### src/rtl/core/fr_pkg.sv
`default_nettype none
package fr_pkg;

    localparam int BUF_BYTES  = 1024;
    localparam int HDR_BYTES  = 10;
    localparam int POS_CAP    = BUF_BYTES + HDR_BYTES + 1;

    localparam int POS_W      = $clog2(POS_CAP + 1);
    localparam int CNT_W      = $clog2(BUF_BYTES + 1);
    localparam int IDX_W      = $clog2(2 * BUF_BYTES + 2);
    localparam int HIDX_W     = $clog2(HDR_BYTES);
    localparam int MEM_DEPTH  = 2 * BUF_BYTES;
    localparam int ADDR_W     = $clog2(MEM_DEPTH);

    localparam int CMDQ_DEPTH = 4;
    localparam int CMDQ_PTR_W = $clog2(CMDQ_DEPTH);
    localparam int CMDQ_CNT_W = $clog2(CMDQ_DEPTH + 1);
    localparam int OUTQ_DEPTH = 4;
    localparam int OUTQ_PTR_W = $clog2(OUTQ_DEPTH);
    localparam int OUTQ_CNT_W = $clog2(OUTQ_DEPTH + 1);

    localparam logic [7:0] MAGIC0       = 8'h41;
    localparam logic [7:0] MAGIC1       = 8'h4D;
    localparam logic [7:0] VERSION_CODE = 8'h01;
    localparam int         FLAG_START   = 0;
    localparam int         FLAG_END     = 1;

    localparam logic [1:0] MODE_WRITE = 2'd0;
    localparam logic [1:0] MODE_LINK  = 2'd1;
    localparam logic [1:0] MODE_READ  = 2'd2;

    localparam logic [2:0] ST_TAKEN    = 3'd0;
    localparam logic [2:0] ST_CHUNK    = 3'd1;
    localparam logic [2:0] ST_COMPLETE = 3'd2;
    localparam logic [2:0] ST_REJECT   = 3'd3;
    localparam logic [2:0] ST_LINK     = 3'd4;
    localparam logic [2:0] ST_READ_OK  = 3'd5;
    localparam logic [2:0] ST_EMPTY    = 3'd6;

    typedef enum logic [1:0] {
        OP_BYTE,
        OP_LINK,
        OP_READ,
        OP_NOP
    } op_t;

    typedef struct packed {
        logic [1:0] mode;
        logic [7:0] data_byte;
        logic       last_of_write;
        logic [9:0] read_index;
        logic       release_req;
    } frag_t;

    typedef struct packed {
        logic [2:0]  status;
        logic [7:0]  read_byte;
        logic        packet_ready;
        logic [10:0] packet_length;
        logic        frame_active;
        logic [10:0] bytes_assembled;
    } result_t;

    typedef struct packed {
        op_t        op;
        logic [7:0] data_byte;
        logic       last_of_write;
        logic [9:0] read_index;
        logic       release_req;
    } cmd_t;

    function automatic op_t classify(input logic [1:0] mode);
        op_t op;
        unique case (mode)
            MODE_WRITE: op = OP_BYTE;
            MODE_LINK:  op = OP_LINK;
            MODE_READ:  op = OP_READ;
            default:    op = OP_NOP;
        endcase
        return op;
    endfunction

endpackage
`default_nettype wire

### src/rtl/core/fr_front.sv
`default_nettype none
module fr_front (
    input  wire logic          clk,
    input  wire logic          rst_n,
    input  wire logic          push,
    output logic               full,
    input  wire fr_pkg::frag_t frag,
    output logic               cmd_valid,
    input  wire logic          cmd_take,
    output fr_pkg::cmd_t       cmd
);

    fr_pkg::cmd_t                     slot_reg [fr_pkg::CMDQ_DEPTH];
    logic [fr_pkg::CMDQ_PTR_W-1:0]    wr_ptr_reg;
    logic [fr_pkg::CMDQ_PTR_W-1:0]    rd_ptr_reg;
    logic [fr_pkg::CMDQ_CNT_W-1:0]    count_reg;
    logic [fr_pkg::CMDQ_CNT_W-1:0]    count_next;
    fr_pkg::cmd_t                     cmd_new;
    logic                             do_push;
    logic                             do_pop;

    assign full      = (count_reg == fr_pkg::CMDQ_CNT_W'(fr_pkg::CMDQ_DEPTH));
    assign cmd_valid = (count_reg != '0);
    assign cmd       = slot_reg[rd_ptr_reg];
    assign do_push   = push && !full;
    assign do_pop    = cmd_take && cmd_valid;

    // decode the mode once here so the back end only switches on the op
    always_comb
    begin
        cmd_new.op            = fr_pkg::classify(frag.mode);
        cmd_new.data_byte     = frag.data_byte;
        cmd_new.last_of_write = frag.last_of_write;
        cmd_new.read_index    = frag.read_index;
        cmd_new.release_req   = frag.release_req;
    end

    always_comb
    begin
        count_next = count_reg;
        if (do_push && !do_pop)
        begin
            count_next = count_reg + 1'b1;
        end
        else if (!do_push && do_pop)
        begin
            count_next = count_reg - 1'b1;
        end
    end

    always_ff @(posedge clk)
    begin
        if (do_push)
        begin
            slot_reg[wr_ptr_reg] <= cmd_new;
        end
    end

    always_ff @(posedge clk or negedge rst_n)
    begin
        if (!rst_n)
        begin
            wr_ptr_reg <= '0;
            rd_ptr_reg <= '0;
            count_reg  <= '0;
        end
        else
        begin
            if (do_push)
            begin
                wr_ptr_reg <= wr_ptr_reg + 1'b1;
            end
            if (do_pop)
            begin
                rd_ptr_reg <= rd_ptr_reg + 1'b1;
            end
            count_reg <= count_next;
        end
    end

endmodule
`default_nettype wire

### config.mk
export PLATFORM = sky130hd
export DESIGN_NAME = fr_front
export DESIGN_NICKNAME = d
export VERILOG_FILES = /design/src/rtl/core/fr_pkg.sv /design/src/rtl/core/fr_front.sv
export SDC_FILE = /design/constraint.sdc
export NUM_CORES = 1
export LEC_CHECK = 0
export BUFFER_PORTS_ARGS = -buffer_cell sky130_fd_sc_hd__buf_2
export CAP_MARGIN = 5
export CORE_UTILIZATION = 55
export DETAILED_ROUTE_END_ITERATION = 10
export HOLD_SLACK_MARGIN = 0.12
export PLACE_DENSITY = 0.78
export SYNTH_ARGS = -nofsm -noshare
export SYNTH_HDL_FRONTEND = slang
export SYNTH_SLANG_ARGS = --single-unit
export TNS_END_PERCENT = 30
### constraint.sdc
create_clock -name clk -period 4 [get_ports clk]
set_clock_uncertainty 0.1 [all_clocks]
set_input_delay 0.8 -clock clk [delete_from_list [all_inputs] [get_ports clk]]
set_output_delay 0.8 -clock clk [all_outputs]
set_load 0.01 [all_outputs]
======== Word level (Yosys, flattened, before mapping) ========
Memory sizes are Yosys's and may differ from the RTL's.
Index checks and enable logic that the tools add are counted.
storage, ports and cells
  output and inout port bits .............. 24
  memories kept ........................... 1
  logic and storage cells ................. 26
  memory bits (writable) .................. 88
  register bits after elaboration ......... 7
operators by class
  equal/unequal tests ..................... 3
  $add $sub $neg .......................... 4
  mux-type cells .......................... 5
  reduce and logical (&&, ||, !) cells .... 10
memory list
  name      words  bits a word  read ports  clocked after memory_dff  write ports  line            text
  slot_reg  4      22           1           0                         1            fr_front.sv:13  fr_pkg::cmd_t slot_reg [fr_pkg::CMDQ_DEPTH];
operators by type and width
  operator             number
  $mux 3               2
  $pmux 2 s3           1
  $add 2x1->2 const B  2
  $logic_and 1x1->1    4
  $add 3x1->3 const B  1
  $eq 3x3->1 const B   1
  $logic_not 1->1      3
  $reduce_bool 3->1    1
  $sub 3x1->3 const B  1
  $eq 2x1->1 const B   1
  $eq 2x2->1 const B   1
  $logic_not 2->1      1
  $mux 1               2
  $reduce_bool 2->1    1

======== Depth between registers and ports, before layout ========
  depth after elaboration ................. 7
  depth in mapped cells ................... 9
  mapped depth without buffers ............ 8

======== Least setup slack after synthesis ========
OpenSTA, ideal clock, no wires.
  path type ............................... input port to flip-flop
  start ................................... in push
  end ..................................... reg count_reg[1] (netlist bit)
  stages .................................. 6
  library setup time ...................... 125 ps
  setup slack ............................. 1799 ps
  arrival ................................. 1976 ps
  cell sequence ........................... nor2b_2 > buf_6 > ha_1 > inv_1 > fa_1 > mux2_2
between the ends
  elaborated cells on any way between the ends .. 6
  classes of those cells .................. 1 x mux; 5 x reduce/logical
RTL lines
  element                   line            text
  from (decl)               fr_front.sv:5   input wire logic push,
  $logic_and 1x1->1         fr_front.sv:25  assign do_push = push && !full;
  net do_push               fr_front.sv:19  logic do_push;
  $logic_and 1x1->1         fr_front.sv:41  if (do_push && !do_pop)
  $mux 3                    fr_front.sv:41
  net count_next (one bit)  fr_front.sv:17  logic [fr_pkg::CMDQ_CNT_W-1:0] count_next;
  to (signal assigned)      fr_front.sv:77  count_reg <= count_next;
  to (decl)                 fr_front.sv:16  logic [fr_pkg::CMDQ_CNT_W-1:0] count_reg;
The timed path passes the listed nets, and every way through them passes these cells.
A chain may end at the register's enable or synchronous reset.

==> reports/results.txt <==
The flow ran to the end, and the final reports show no timing, DRC or antenna violations. The register with the most flip-flops in the layout has 88 of them. Measured in cells, the most critical reg-to-reg path has a length of 8.

For this run, the register share of the synthesized area comes to 77.18%. For the final design instance area without fill, the log shows 0.004145 sq mm. Tracing the worst setup path back leads to its startpoint at rd_ptr_reg[0].

The routed layout has 1640 vias. The number of global-route vias before repair is 1778. The initialized floorplan defines 29 standard-cell rows. The synthesized netlist devotes 0% of its cell area to compound gates. For the number of setup violations in the final report, the log shows 0. Traced cell by cell, the critical path runs through mux4_1 -> buf_2. After layout, the worst path uses 72.90% of the clock period. The area share of the leading cell type in the synthesized netlist was 72.38%. The dominant combinational cell family by area after synthesis is multiplexers. The tools report the flop-to-flop setup slack as 1740 ps.

TritonCTS built the clock tree. The minimum hold slack was 174.8 ps. For the estimated wirelength of the detail-placed design, the log shows 3.529 mm. The peak clock frequency supported by timing is 342.9 MHz, and the area growth from synthesis to layout is 13.54%. The clock passes through at most 2 buffers. The number of nets handed over by synthesis was 184. Buffers placed on the I/O ports in this run total 49. The run gives 8.894 mm as the wire length of the first global-routing pass. By area the synthesized netlist is led by sky130_fd_sc_hd__edfxtp_1 (72%), sky130_fd_sc_hd__mux4_2 (13%), sky130_fd_sc_hd__dfrtp_1 (4.8%).

For this run, the detailed router's first-pass iteration total came to 4. After floorplanning, the core was sized to cover 0.006386 sq mm. The cell area after synthesis was 0.003651 sq mm. Once layout is complete, the utilization of the core stands at 64.91%. The run gives 0.6380 as the final weighted congestion in routability-driven placement. Entering global routing, the biggest net connects 25 pins. Synthesis inferred 95 register bits.

The detailed router finished its first iteration with 93 violations. The slowest cell on the critical path was sky130_fd_sc_hd__dfrtp_2. The floorplan step defined a die boundary enclosing 0.006968 sq mm. The leakage power figure was 0.001459 uW. The initial antenna violation count was 0. Number of nets in the finished design: 236. The initial utilization of the core area, before any placement, comes to 57.17%. In this run the critical register-to-register path is launched from count_reg[0]. Max-cap violations in this run came to 0.

The destination of the worst register-to-register timing path is count_reg[2]. CTS built an H-tree with a depth of 3. The critical path start-end classification is reg2out.

IR analysis of the VDD net gives a maximum drop of 0.3774 mV. Headroom to the max-slew limit came out at 31.66%. In the layout the commonest cells are sky130_fd_sc_hd__edfxtp_1 (88), sky130_fd_sc_hd__buf_2 (49), sky130_fd_sc_hd__mux4_2 (21). Of all cell types, the one taking the most synthesized area is sky130_fd_sc_hd__edfxtp_1. In the routed design, unresolved DRC markers number 0. Share of synthesized area spent on multiplexers: 14.39%.

Routed wire length: 5.674 mm. From bottom edge to top edge, the die measures 83.48 um. Clock latency on the worst-skew pair, taken at its later pin, is 350 ps. The horizontal die dimension is 83.48 um.

For the finished layout, the period the worst path requires is 2916 ps. Data arrives at the worst endpoint at 2020 ps. In this run the power density over the cells is 725.8 mW/mm^2. The run gives 436 as the count of filler cells inserted in the layout. The ratio of cells with drive above 1 in the final layout works out to 45.93%. The sum of negative setup slack came out at 0 ps. For the quantity of gates resized following cts, the log shows 0.

The library cell used most frequently in the layout, excluding fill and tap cells, is sky130_fd_sc_hd__edfxtp_1. Data on the critical path is required at its endpoint by 3100 ps. Summing the areas of all fa, ha and maj instances in the mapped netlist gives 2.262% of the synthesized area.

Hold repair after CTS inserted 0 buffers. Summing the areas of all xor and xnor instances in the mapped netlist gives 1.439% of the synthesized area. The run gives 0 as the final global-route overflow total. Clock tree synthesis inserted a total of 9 buffers. CTS placed an instance of sky130_fd_sc_hd__clkbuf_8 at the clock tree root.

The via density per instance was 5.734; the final routed wire length divided by cell count was 19.84 um. The tools report the count of inserted antenna diode cells as 0. Once detail routing completed, the nets flagged for antenna violations numbered 0.

The largest fanout on the critical path is 24. The boundary pin count is 50, and the register clock-pin slew on the reported worst setup and hold paths is 90 ps. The synthesized netlist contains 22 unique library cells. The tree built by TritonCTS fans out to 95 sinks. The kind of start point of the critical path was a flip-flop. Across every metal layer, demand over resource in global routing totals 17.99%.

The area of the multi-input gates was 742.0 sq um. Class of the most critical hold timing path: in2async. The logs give 0 for the number of endpoints with negative hold slack in the final report and 0 for the count of pins over their slew limit. After clock tree synthesis, the setup repair step added 0 buffers. The instance count of the mapped netlist was 152.

In this run the cell area measured after placement is 0.003914 sq mm. In the final layout, flip-flops and latches occupy 0.002819 sq mm. On the worst path, the slowest cell contributes a delay of 880 ps.

The nature of the critical path endpoint is an output port. After Yosys synthesis, and, or, nand and nor cells account for 2.228% of the synthesized area. The tools report the yosys synthesis warning count as 0. Setup repair after global routing left no endpoint under its margin. For the pin with the worst max-slew slack, the measured transition is 1025 ps. The synthesized area per cell is 24.02 sq um.
## worst max-delay path: cells and delay by family, from the launching register on
kind	cells	cell delay (ps)
buffers and inverters	1	150
DFF	1	880
muxes	1	630
## metal layers
metal | vias to the layer above | global-route usage, % | wire length [um] | share of wire [%]
met5 | - | 0 | 0 | 0
met1 | 850 | 21.11 | 2183 | 38
met2 | 61 | 30.10 | 2990 | 53
met3 | 10 | 5.737 | 387 | 6.8
li1 | 719 | - | - | -
met4 | 0 | 9.091 | 114 | 2.0
## final cells by class
| cell class | count | share of cell area, % |
|---|---|---|
| clock buffer | 11 | 3.652 |
| clock inverter | 5 | 1.932 |
| inverter | 3 | 0.2717 |
| multi-input combinational | 46 | 17.90 |
| sequential | 95 | 68.00 |
| tap | 77 | 2.324 |
| timing repair buffer | 49 | 5.916 |
## how the worst max path moves through the flow
| stage | slack [ps] | end | depth (start not counted) |
|---|---|---|---|
| 2_1_floorplan | 1800 | count_reg[1] | 6 |
| 3_3_place_gp | 1400 | cmd[20] | 2 |
| 6_report | 1080 | cmd[20] | 2 |
| 3_5_place_dp | 1400 | cmd[20] | 2 |
| 4_1_cts | 1010 | cmd[20] | 2 |
| 5_1_grt | 910 | cmd[20] | 2 |
## kinds of logic (layout without fill, tap and decap cells)
group                      count (synthesis)  in the layout
DFF                                       95             95
muxes                                     24             24
buffers and inverters                     11             68
and+or+nand+nor                           10             10
adders and majority gates                  6              6
xor gates and xnor gates                   6              6
## where the power goes
group          switching (uW)  internal (uW)  total (uW)
logic                     364            439         803
registers                 186           1320        1510
clock network             312            385         697
## stage by stage
step           worst slack (ps)  cells  power, uW
2_1_floorplan              1799    152       2109
3_3_place_gp               1403    270       2309
3_5_place_dp               1400    270       2360
4_1_cts                    1005    286       3051
5_1_grt                   912.7    286       3162
6_report                   1084    286       3009
## synth_stat cells (all sizes together)
cell / count
edfxtp: 88
mux4: 22
dfrtp: 7
buf: 6
ha: 5
and2: 4
xnor2: 4
inv: 3
clkbuf: 2
mux2: 2
xor2: 2
fa: 1
nand2: 1
nand3: 1
nor2: 1
nor2b: 1
nor3b: 1
or3: 1
No activity file was read; power rests on OpenSTA's default activity.
