[src/rtl/core/fr_pkg.sv]
`default_nettype none
package fr_pkg;

    localparam int BUF_BYTES  = 1024;
    localparam int HDR_BYTES  = 10;
    localparam int POS_CAP    = BUF_BYTES + HDR_BYTES + 1;

    localparam int POS_W      = $clog2(POS_CAP + 1);
    localparam int CNT_W      = $clog2(BUF_BYTES + 1);
    localparam int IDX_W      = $clog2(2 * BUF_BYTES + 2);
    localparam int HIDX_W     = $clog2(HDR_BYTES);
    localparam int MEM_DEPTH  = 2 * BUF_BYTES;
    localparam int ADDR_W     = $clog2(MEM_DEPTH);

    localparam int CMDQ_DEPTH = 4;
    localparam int CMDQ_PTR_W = $clog2(CMDQ_DEPTH);
    localparam int CMDQ_CNT_W = $clog2(CMDQ_DEPTH + 1);
    localparam int OUTQ_DEPTH = 4;
    localparam int OUTQ_PTR_W = $clog2(OUTQ_DEPTH);
    localparam int OUTQ_CNT_W = $clog2(OUTQ_DEPTH + 1);

    localparam logic [7:0] MAGIC0       = 8'h41;
    localparam logic [7:0] MAGIC1       = 8'h4D;
    localparam logic [7:0] VERSION_CODE = 8'h01;
    localparam int         FLAG_START   = 0;
    localparam int         FLAG_END     = 1;

    localparam logic [1:0] MODE_WRITE = 2'd0;
    localparam logic [1:0] MODE_LINK  = 2'd1;
    localparam logic [1:0] MODE_READ  = 2'd2;

    localparam logic [2:0] ST_TAKEN    = 3'd0;
    localparam logic [2:0] ST_CHUNK    = 3'd1;
    localparam logic [2:0] ST_COMPLETE = 3'd2;
    localparam logic [2:0] ST_REJECT   = 3'd3;
    localparam logic [2:0] ST_LINK     = 3'd4;
    localparam logic [2:0] ST_READ_OK  = 3'd5;
    localparam logic [2:0] ST_EMPTY    = 3'd6;

    typedef enum logic [1:0] {
        OP_BYTE,
        OP_LINK,
        OP_READ,
        OP_NOP
    } op_t;

    typedef struct packed {
        logic [1:0] mode;
        logic [7:0] data_byte;
        logic       last_of_write;
        logic [9:0] read_index;
        logic       release_req;
    } frag_t;

    typedef struct packed {
        logic [2:0]  status;
        logic [7:0]  read_byte;
        logic        packet_ready;
        logic [10:0] packet_length;
        logic        frame_active;
        logic [10:0] bytes_assembled;
    } result_t;

    typedef struct packed {
        op_t        op;
        logic [7:0] data_byte;
        logic       last_of_write;
        logic [9:0] read_index;
        logic       release_req;
    } cmd_t;

    function automatic op_t classify(input logic [1:0] mode);
        op_t op;
        unique case (mode)
            MODE_WRITE: op = OP_BYTE;
            MODE_LINK:  op = OP_LINK;
            MODE_READ:  op = OP_READ;
            default:    op = OP_NOP;
        endcase
        return op;
    endfunction

endpackage
`default_nettype wire

[src/rtl/core/fr_outq.sv]
`default_nettype none
module fr_outq (
    input  wire logic                           clk,
    input  wire logic                           rst_n,
    input  wire logic                           res_push,
    input  wire fr_pkg::result_t                res_data,
    output logic [fr_pkg::OUTQ_CNT_W-1:0]       level,
    output logic                                empty,
    input  wire logic                           pop,
    output fr_pkg::result_t                     result
);

    fr_pkg::result_t                  slot_reg [fr_pkg::OUTQ_DEPTH];
    logic [fr_pkg::OUTQ_PTR_W-1:0]    wr_ptr_reg;
    logic [fr_pkg::OUTQ_PTR_W-1:0]    rd_ptr_reg;
    logic [fr_pkg::OUTQ_CNT_W-1:0]    count_reg;
    logic [fr_pkg::OUTQ_CNT_W-1:0]    count_next;
    logic                             do_pop;

    assign level  = count_reg;
    assign empty  = (count_reg == '0);
    assign result = slot_reg[rd_ptr_reg];
    assign do_pop = pop && !empty;

    always_comb
    begin
        count_next = count_reg;
        if (res_push && !do_pop)
        begin
            count_next = count_reg + 1'b1;
        end
        else if (!res_push && do_pop)
        begin
            count_next = count_reg - 1'b1;
        end
    end

    always_ff @(posedge clk)
    begin
        if (res_push)
        begin
            slot_reg[wr_ptr_reg] <= res_data;
        end
    end

    always_ff @(posedge clk or negedge rst_n)
    begin
        if (!rst_n)
        begin
            wr_ptr_reg <= '0;
            rd_ptr_reg <= '0;
            count_reg  <= '0;
        end
        else
        begin
            if (res_push)
            begin
                wr_ptr_reg <= wr_ptr_reg + 1'b1;
            end
            if (do_pop)
            begin
                rd_ptr_reg <= rd_ptr_reg + 1'b1;
            end
            count_reg <= count_next;
        end
    end

endmodule
`default_nettype wire

[config.mk]
export PLATFORM = sky130hd
export DESIGN_NAME = fr_outq
export DESIGN_NICKNAME = d
export VERILOG_FILES = /design/src/rtl/core/fr_pkg.sv /design/src/rtl/core/fr_outq.sv
export SDC_FILE = /design/constraint.sdc
export NUM_CORES = 1
export LEC_CHECK = 0
export BUFFER_PORTS_ARGS = -buffer_cell sky130_fd_sc_hd__clkbuf_2
export CORE_MARGIN = 3
export CORE_UTILIZATION = 50
export CTS_CLUSTER_SIZE = 14
export DETAILED_ROUTE_END_ITERATION = 8
export PLACE_DENSITY = 0.8
export SYNTH_ARGS = -nofsm -noshare
export SYNTH_HDL_FRONTEND = slang
export SYNTH_SLANG_ARGS = --single-unit
export TNS_END_PERCENT = 5
[constraint.sdc]
create_clock -name clk -period 5.1 [get_ports clk]
set_clock_uncertainty 0.05 [all_clocks]
set_input_delay 0.51 -clock clk [delete_from_list [all_inputs] [get_ports clk]]
set_output_delay 0.51 -clock clk [all_outputs]
set_load 0.1 [all_outputs]
# Yosys cells after proc, flatten, opt, wreduce, memory -nomap -nowiden
# Memories as Yosys holds them, arrays and structs flattened.
# Index checks and enable logic that the tools add are counted.
# word_totals
reg_bits	7
mem_bits_rw	140
input_bits	39
output_inout_bits	39
wordCells	20
memories	1
# classes
addsub	4
muxes	4
reduce_logical	8
# mem_list
name	words	width	read_ports	rd_ports_with_merged_regs	wr	line	source
slot_reg	4	35	1	0	1	fr_outq.sv:13	fr_pkg::result_t slot_reg [fr_pkg::OUTQ_DEPTH];
# op_table
operator	count
$mux W3	2
$add A2 B1 Y2 const B	2
$add A3 B1 Y3 const B	1
$logic_and A1 B1 Y1	3
$logic_not A1 Y1	3
$logic_not A3 Y1	1
$sub A3 B1 Y3 const B	1
$mux W1	2
$reduce_bool A2 Y1	1

# Depth between registers and ports, before layout
# Gate-level depths: netlist of run 1.
# depth
depth_word	6
mapped_depth	8

# Worst setup path before layout of run 1
# OpenSTA, ideal clock, no wires.
# synth_path
path_type	reg-to-reg
from	reg count_reg, in the netlist level[0]
to	reg count_reg, in the netlist level[2]
setup_ns	0.162
arrival_ns	2.327
required_ns	4.888
path_slack_ns	2.561
path_stages_with_launch	9
path_buffers	0
period_less_slack_ns	2.539
cell_sequence	dfrtp_1 > or3_1 > nand2_1 > ha_1 > inv_1 > fa_1 > xor2_1 > nor2_1 > xor2_1
# synth_via
elab_chain_cells	6
# synth_lines
element	line	source
start, declared	fr_outq.sv:16	logic [fr_pkg::OUTQ_CNT_W-1:0] count_reg;
start signal, assigned	fr_outq.sv:64	count_reg <= count_next;
branches (longest 6 deep; another with $sub A3 B1 Y3)	--	
# Several ways; the timed one is not identified. The select of a mux whose other input is x is not followed.
# A chain may end at the register's enable or synchronous reset.

==> results of run 1 <==
## final timing paths
| check | startpoint | endpoint | slack (ps) |
|---|---|---|---|
| min in group asynchronous | rst_n | level[2] | 330 |
| worst max-delay path | rd_ptr_reg[0] | result[12] | 1920 |
| worst min register to register | level[2] | level[2] | 440 |
| worst min-delay path | res_data[16] | slot_reg[2][16] | 170 |
| max in group asynchronous | rst_n | rd_ptr_reg[0] | 4480 |
| worst max register to register | level[0] | level[2] | 2910 |
## stage by stage
step	utilization, %	worst slack, ps	cell area, um^2	std cells
detailed placement	56.9	2370	5980	423
finish	62.7	1920	6590	456
global route	62.7	1720	6590	456
floorplan	-	2560	5500	217
CTS	62.7	1820	6590	456
global placement	56.9	2390	5980	423
## critical path, stage by stage, from the launching register on
cell	delay, ps
dfrtp_2	650
buf_4	500
mux4_2	580
clkbuf_2	390
## cells by family (layout without fill, tap and decap cells)
kind of cell | count (synthesis) | count (layout) | synth area share (%)
flip-flops | 147 | 147 | 79.6
multiplexers | 36 | 36 | 15.0
buffers and inverters | 12 | 115 | 1.93
AND/OR/NAND/NOR | 9 | 9 | 0.865
adder cells (fa/ha/maj) | 6 | 6 | 1.50
XOR/XNOR | 6 | 6 | 0.956
AO/OA/AOI/OAI | 1 | 1 | 0.0909
## synth_stat cells, types with 2 or more instances
cell	number
ha_1	5
xor2_1	3
and2_1	4
mux4_2	28
xnor2_1	3
buf_2	4
buf_12	3
inv_1	4
edfxtp_1	140
mux4_1	7
nand2_1	2
dfrtp_1	7
## area by class of cell
type | instances | area share [%]
repair buffers | 79 | 6.11
clock buffers | 18 | 6.34
multi-input cells | 58 | 15.4
flip-flops and latches | 147 | 66.5
clock inverters | 14 | 2.83
inverters | 4 | 0.228
well taps | 136 | 2.58
## cell usage in the layout, fill, tap and decap left out
master,netlist,layout
bufinv_16,0,4
clkinvlp_4,0,1
mux4_2,28,28
clkbuf_2,0,77
nor2_1,1,1
nand3_1,1,1
clkbuf_16,0,16
o21ai_0,1,1
clkinv_2,0,4
dfrtp_2,0,2
clkinv_4,0,3
mux4_1,7,7
clkbuf_1,0,1
mux2_2,1,1
or3_1,1,1
inv_1,4,4
dfrtp_1,7,5
edfxtp_1,140,140
clkbuf_8,0,1
nand2_1,2,2
inv_6,0,1
clkinv_1,0,1
dlygate4sd3_1,0,1
xnor2_1,3,3
fa_1,1,1
and2_2,0,4
xor2_1,3,3
ha_1,5,5
buf_4,0,1
## layer usage
metal  track usage, %  routed length (um)  up-vias
met5                0                   0        -
met4             4.68                  48        0
met3             5.40                 455        4
met2             24.9                4500       75
met1             21.5                4010     1271
li1                 -                   -     1101
==> impl_metrics.ini, run 1 <==
[clock_tree]
cts_inserted_buffers = 17
cts_tree = yes
clock-sinks = 147
clkSlewWorstSetupHoldPaths_ps = 60
cts-resized-gates = 0
ctsHoldBuffers = 1
clock_latency_ps = 500
root_buffer = clkbuf_8
post_cts_buffers = 0
cts_max_path_buffers = 2
h-tree-depth = 4

[layout]
fillers = 733
regArea_um2 = 4380
largest_register_ffs = 140
multi_input_area_um2 = 1020
layout.nets = 352
diodes = 0
layout-drive-gt1-share_pct = 44.7
synthToLayoutAreaGrowth_pct = 19.9

[die]
start_util_pct = 52.3
chipHeight_um = 111
die_w_um = 111
die_area_um2 = 12300
fp.coreArea_um2 = 10500
row_count = 37
ioPinCount = 78

[worst_hold_path]
min_path_type = in2reg
whs_path_depth = 1

[route]
routed_wl_um = 9010
vias = 2451
postRouteAntennaNets = 0
routed_via_density = 5.38
remaining_drc_errors = 0
firstDrtPassIters = 5
drt_iter0_drc = 120
wire_per_inst_um = 19.8

[yosys]
synth_seq_area_share_pct = 79.6
ys_seq_elements = 147
synth_area_um2 = 5500
synthTopCellsByArea = edfxtp_1, mux4_2, mux4_1
avgSynthCellArea_um2 = 25.3
synth_top_area_cell = edfxtp_1
yosys_warnings = 0
synth_edf_count = 140
synth.top_cell.area_share_pct = 76.5
synth_cell_types = 19
syn_inst = 217
syn_nets = 262
synth_flop_cell = edfxtp_1
synth-async-reset-ratio_pct = 4.76

[placed_design]
dp_hpwl_um = 5330
placement.io_buffers = 77
gp_congestion = 0.691

[sta]
slew-limit-headroom_pct = 35.6
rsz0062_at_grt = false
worst_slew_pin_slew_ps = 966
hold_viol_final = 0
max_freq_mhz = 314
fin_crit_sh_pct = 62.4
period_needed_ps = 3180
finalSetupViolations = 0
drv_slew = 0
tns_ps = 0
fin_hold_ws_ps = 174

[grt]
gr-total-overflow = 0
antenna_found_initial = 0
grt_max_degree = 37
grt_pass1_vias = 2700
grt_pass1_wl_um = 14700
gr-usage-all-layers_pct = 15.9

[critical_path]
crit_type = reg2out
cp.arrival_ps = 2620
cp.required_ps = 4540
path_max_fanout = 23
setup.worst_path.start_class = register
endpoint_kind = output pin
rr_worst_depth = 8

[flow_run]
max-cap-violations = 0

[outcome]
status = complete, no violations
Power of run 1 is left out: the tool's default activity adds up to more than one toggle a clock period on the data nets, which glitch-free logic cannot reach.
==> run 2, diff against run 1 <==
==> constraint.sdc (replaced) <==
create_clock -name clk -period 3.2 [get_ports clk]
set_clock_uncertainty 0.05 [all_clocks]
set_input_delay 0.32 -clock clk [delete_from_list [all_inputs] [get_ports clk]]
set_output_delay 0.32 -clock clk [all_outputs]
set_load 0.1 [all_outputs]
==> impl_metrics.ini, run 2 (same netlist as run 1, synthesis figures left out) <==
[worst_hold_path]
worstHoldEndpoint = rd_ptr_reg[0]
whs_path_depth = 3
hp-start = pop
min_path_type = in2reg

[placed_design]
gp_congestion = 0.655
post-place-ws_ps = 961
placement.io_buffers = 77
dp_hpwl_um = 5290

[clock_tree]
cts_inserted_buffers = 17
cts_max_path_buffers = 2
post_cts_buffers = 0
cts_tree = yes
clkSlewWorstSetupHoldPaths_ps = 60
root_buffer = clkbuf_8
cts-resized-gates = 0
clock-sinks = 147
h-tree-depth = 4
clock_latency_ps = 500

[die]
die_w_um = 111
ioPinCount = 78
fp.coreArea_um2 = 10500
row_count = 37
start_util_pct = 52.3
die_area_um2 = 12300
chipHeight_um = 111

[route]
wire_per_inst_um = 19.2
postRouteAntennaNets = 0
vias = 2595
remaining_drc_errors = 0
routed_via_density = 5.29
firstDrtPassIters = 4
drt_iter0_drc = 138
routed_wl_um = 9440

[sta]
fin_crit_sh_pct = 85.7
worst_slew_pin_slew_ps = 991
rsz0062_at_grt = false
max_freq_mhz = 364
slew-limit-headroom_pct = 34.0
hold_viol_final = 0
period_needed_ps = 2740
drv_slew = 0
worst_slack_ps = 456
finalSetupViolations = 0
tns_ps = 0

[critical_path]
crit_type = reg2out
rr_worst_depth = 8
endpoint_kind = output pin
setup.worst_path.start_class = register
cp_slowest_stage_delay_ps = 610
cp.required_ps = 2830
r2r_slack_ps = 1030
crit_chain = buf_12, mux4_2, clkbuf_2
r2r_start = level[0]
cp.arrival_ps = 2370
path_max_fanout = 25
crit_slowest_cell = dfrtp_2
r2r_end = level[2]

[flow_run]
max-cap-violations = 0

[grt]
grt_max_degree = 37
grt_pass1_wl_um = 15400
antenna_found_initial = 0
grt_pass1_vias = 2833
gr-usage-all-layers_pct = 16.7
gr-total-overflow = 0

[layout]
layout-drive-gt1-share_pct = 40.0
utilization_pct = 66.4
final_cell_mix = edfxtp_1, clkbuf_2, dlygate4sd3_1
largest_register_ffs = 140
layout.nets = 387
synthToLayoutAreaGrowth_pct = 26.9
final_common_cell = edfxtp_1
diodes = 0

[outcome]
status = complete, no violations
==> run 2: cell count changes in the layout (fill, tap and decap cells not counted) <==
| cell | before | now |
|---|---|---|
| clkinv_2 | 4 | 1 |
| clkinvlp_4 | 1 | 2 |
| buf_4 | 1 | 0 |
| clkbuf_1 | 1 | 3 |
| clkinv_4 | 3 | 1 |
| inv_6 | 1 | 0 |
| dlygate4sd3_1 | 1 | 36 |
| clkinv_1 | 1 | 0 |
| clkbuf_8 | 1 | 5 |
| buf_12 | 0 | 1 |
==> run 2: timing repair <==
action / 4_1_cts / 5_1_grt
hold buffers: 36 / 0
endpoints found under the setup margin: 0 / 0
endpoints found under the hold margin: 147 / 0
==> run 2: layout make-up <==
| class | instances | area, um^2 |
|---|---|---|
| Sequential cell | 147 | 4380 |
| Clock inverter | 8 | 149 |
| Timing Repair Buffer | 114 | 766 |
| Multi-Input combinational cell | 58 | 1020 |
| Clock buffer | 24 | 480 |
| Inverter | 4 | 15.0 |
| Fill cell | 699 | 3530 |
| Tap cell | 136 | 170 |
==> run 2: critical path: cells and delay by family (launching register included) <==
| family | cells | cell delay [ps] |
|---|---|---|
| flops | 1 | 610 |
| mux | 1 | 560 |
| buf+inv | 2 | 680 |
==> run 2: through the flow <==
stage	hold WS [ps]	cells	cell area, um^2
5_1_grt	57.5	491	6980
6_report	53.3	491	6980
3_5_place_dp	123	423	5990
4_1_cts	31.4	491	6980
3_3_place_gp	117	423	5990
2_1_floorplan	-25.6	217	5500
==> run 2: per-layer routing <==
metal  up-vias  wire length (um)  GRT usage (%)  part of all wire, %
met3        12               358           4.20                  3.8
met4         0               137           7.22                  1.5
li1       1170                 -              -                    -
met2        71              4980           27.6                   53
met5         -                 0              0                    0
met1      1342              3970           21.0                   42
==> run 2: how the worst max path moves through the flow <==
stage	startpoint	to	slack [ps]	depth (start not counted)
floorplan	level[0]	level[2]	660	8
global placement	rd_ptr_reg[0]	result[32]	970	3
detailed placement	rd_ptr_reg[0]	result[32]	960	3
CTS	rd_ptr_reg[0]	result[11]	380	3
global route	rd_ptr_reg[0]	result[11]	330	3
finish	rd_ptr_reg[0]	result[11]	460	3
Power of run 2 is left out for the same reason.
==> run 3, diff against run 2 <==
--- a/config.mk
+++ b/config.mk
@@ -8,9 +8,9 @@
 export BUFFER_PORTS_ARGS = -buffer_cell sky130_fd_sc_hd__clkbuf_2
 export CORE_MARGIN = 3
 export CORE_UTILIZATION = 50
-export CTS_CLUSTER_SIZE = 14
+export CTS_CLUSTER_SIZE = 28
 export DETAILED_ROUTE_END_ITERATION = 8
-export PLACE_DENSITY = 0.8
+export PLACE_DENSITY = 0.83
 export SYNTH_ARGS = -nofsm -noshare
 export SYNTH_HDL_FRONTEND = slang
 export SYNTH_SLANG_ARGS = --single-unit
==> constraint.sdc (replaced) <==
create_clock -name clk -period 2.4 [get_ports clk]
set_clock_uncertainty 0.05 [all_clocks]
set_input_delay 0.24 -clock clk [delete_from_list [all_inputs] [get_ports clk]]
set_output_delay 0.24 -clock clk [all_outputs]
set_load 0.1 [all_outputs]
==> impl_metrics.ini, run 3 (same netlist as run 1, synthesis figures left out) <==
[outcome]
status = complete, no violations

[layout]
synthToLayoutAreaGrowth_pct = 32.6
final_cell_mix = edfxtp_1, clkbuf_2, dlygate4sd3_1
layout-drive-gt1-share_pct = 41.2
layout.nets = 404
utilization_pct = 69.4
fillers = 652
largest_register_ffs = 140
final_common_cell = edfxtp_1
diodes = 0

[critical_path]
r2r_start = level[0]
setup.worst_path.start_class = register
crit_chain = buf_12, mux4_1, clkbuf_2
cp.arrival_ps = 2030
crit_slowest_cell = dfrtp_2
endpoint_kind = output pin
r2r_end = level[2]
rr_worst_depth = 8
cp.required_ps = 2110
crit_type = reg2out
r2r_slack_ps = 190
cp_slowest_stage_delay_ps = 630
path_max_fanout = 14

[placed_design]
gp_congestion = 0.748
dp_hpwl_um = 6220
placement.io_buffers = 77

[route]
wire_per_inst_um = 19.8
routed_via_density = 5.21
remaining_drc_errors = 0
postRouteAntennaNets = 0
vias = 2642
firstDrtPassIters = 4
drt_iter0_drc = 152
routed_wl_um = 10000

[clock_tree]
cts_max_path_buffers = 2
clkSlewWorstSetupHoldPaths_ps = 60
clock-sinks = 147
h-tree-depth = 4
cts_tree = yes
cts_inserted_buffers = 17
root_buffer = clkbuf_8
clock_latency_ps = 520

[sta]
worst_slew_pin_slew_ps = 545
rsz0062_at_grt = false
max_freq_mhz = 430
fin_crit_sh_pct = 96.8
tns_ps = 0
period_needed_ps = 2320
hold_viol_final = 0
drv_slew = 0
slew-limit-headroom_pct = 63.8
finalSetupViolations = 0

[die]
ioPinCount = 78
die_w_um = 111
chipHeight_um = 111
die_area_um2 = 12300
fp.coreArea_um2 = 10500
row_count = 37
start_util_pct = 52.3

[grt]
grt_pass1_wl_um = 16400
grt_pass1_vias = 2994
antenna_found_initial = 0
gr-usage-all-layers_pct = 18.0
gr-total-overflow = 0
grt_max_degree = 17

[worst_hold_path]
min_path_type = in2async

[flow_run]
max-cap-violations = 0
==> run 3: what timing repair did <==
| action | CTS | global route |
|---|---|---|
| gates resized for setup | 41 | 0 |
| endpoints found under the hold margin | 151 | 0 |
| setup endpoints to repair | 23 | 30 |
| hold buffers | 38 | 0 |
| setup buffers | 0 | 1 |
==> run 3: metrics by stage <==
stage | hold WS, ps | worst slack, ps | instances | instance area [um^2]
after floorplan | -106 | 94.3 | 217 | 5500
after global placement | 30.3 | 318 | 437 | 6240
after detailed placement | 38.4 | 214 | 437 | 6240
after CTS | 15.8 | -24.4 | 506 | 7270
after global routing | 56.1 | 23.9 | 507 | 7290
final | 35.1 | 76.9 | 507 | 7290
==> run 3: worst max-delay path, delay by kind of cell, from the launching register on <==
kind,cells,cell delay [ps]
DFF,1,630
buffers and inverters,2,590
muxes,1,280
==> run 3: worst max-delay path by stage <==
stage / start / to / slack [ps] / cells after the start
2_1_floorplan: level[0] / level[2] / 90 / 8
3_5_place_dp: level[0] / level[2] / 210 / 8
4_1_cts: rd_ptr_reg[0] / result[28] / -20 / 3
3_3_place_gp: level[0] / level[2] / 320 / 8
5_1_grt: rd_ptr_reg[1] / result[34] / 20 / 3
6_report: rd_ptr_reg[1] / result[34] / 80 / 3
==> run 3: cell type report <==
cell class,instances,area (um^2),share of cell area (%)
flip-flops and latches,147,4390,60.1
repair buffers,131,1230,16.9
multi-input cells,58,1020,14.0
clock buffers,21,429,5.89
well taps,136,170,2.33
clock inverters,10,43.8,0.601
inverters,4,15.0,0.206
==> run 3: per-layer routing <==
layer,track usage [%],up-vias,share of wire [%]
met3,5.62,15,5.4
met2,30.2,88,53
met1,21.8,1331,40
met4,6.98,0,1.5
met5,0,-,0
li1,-,1208,-
Power of run 3 is left out for the same reason.
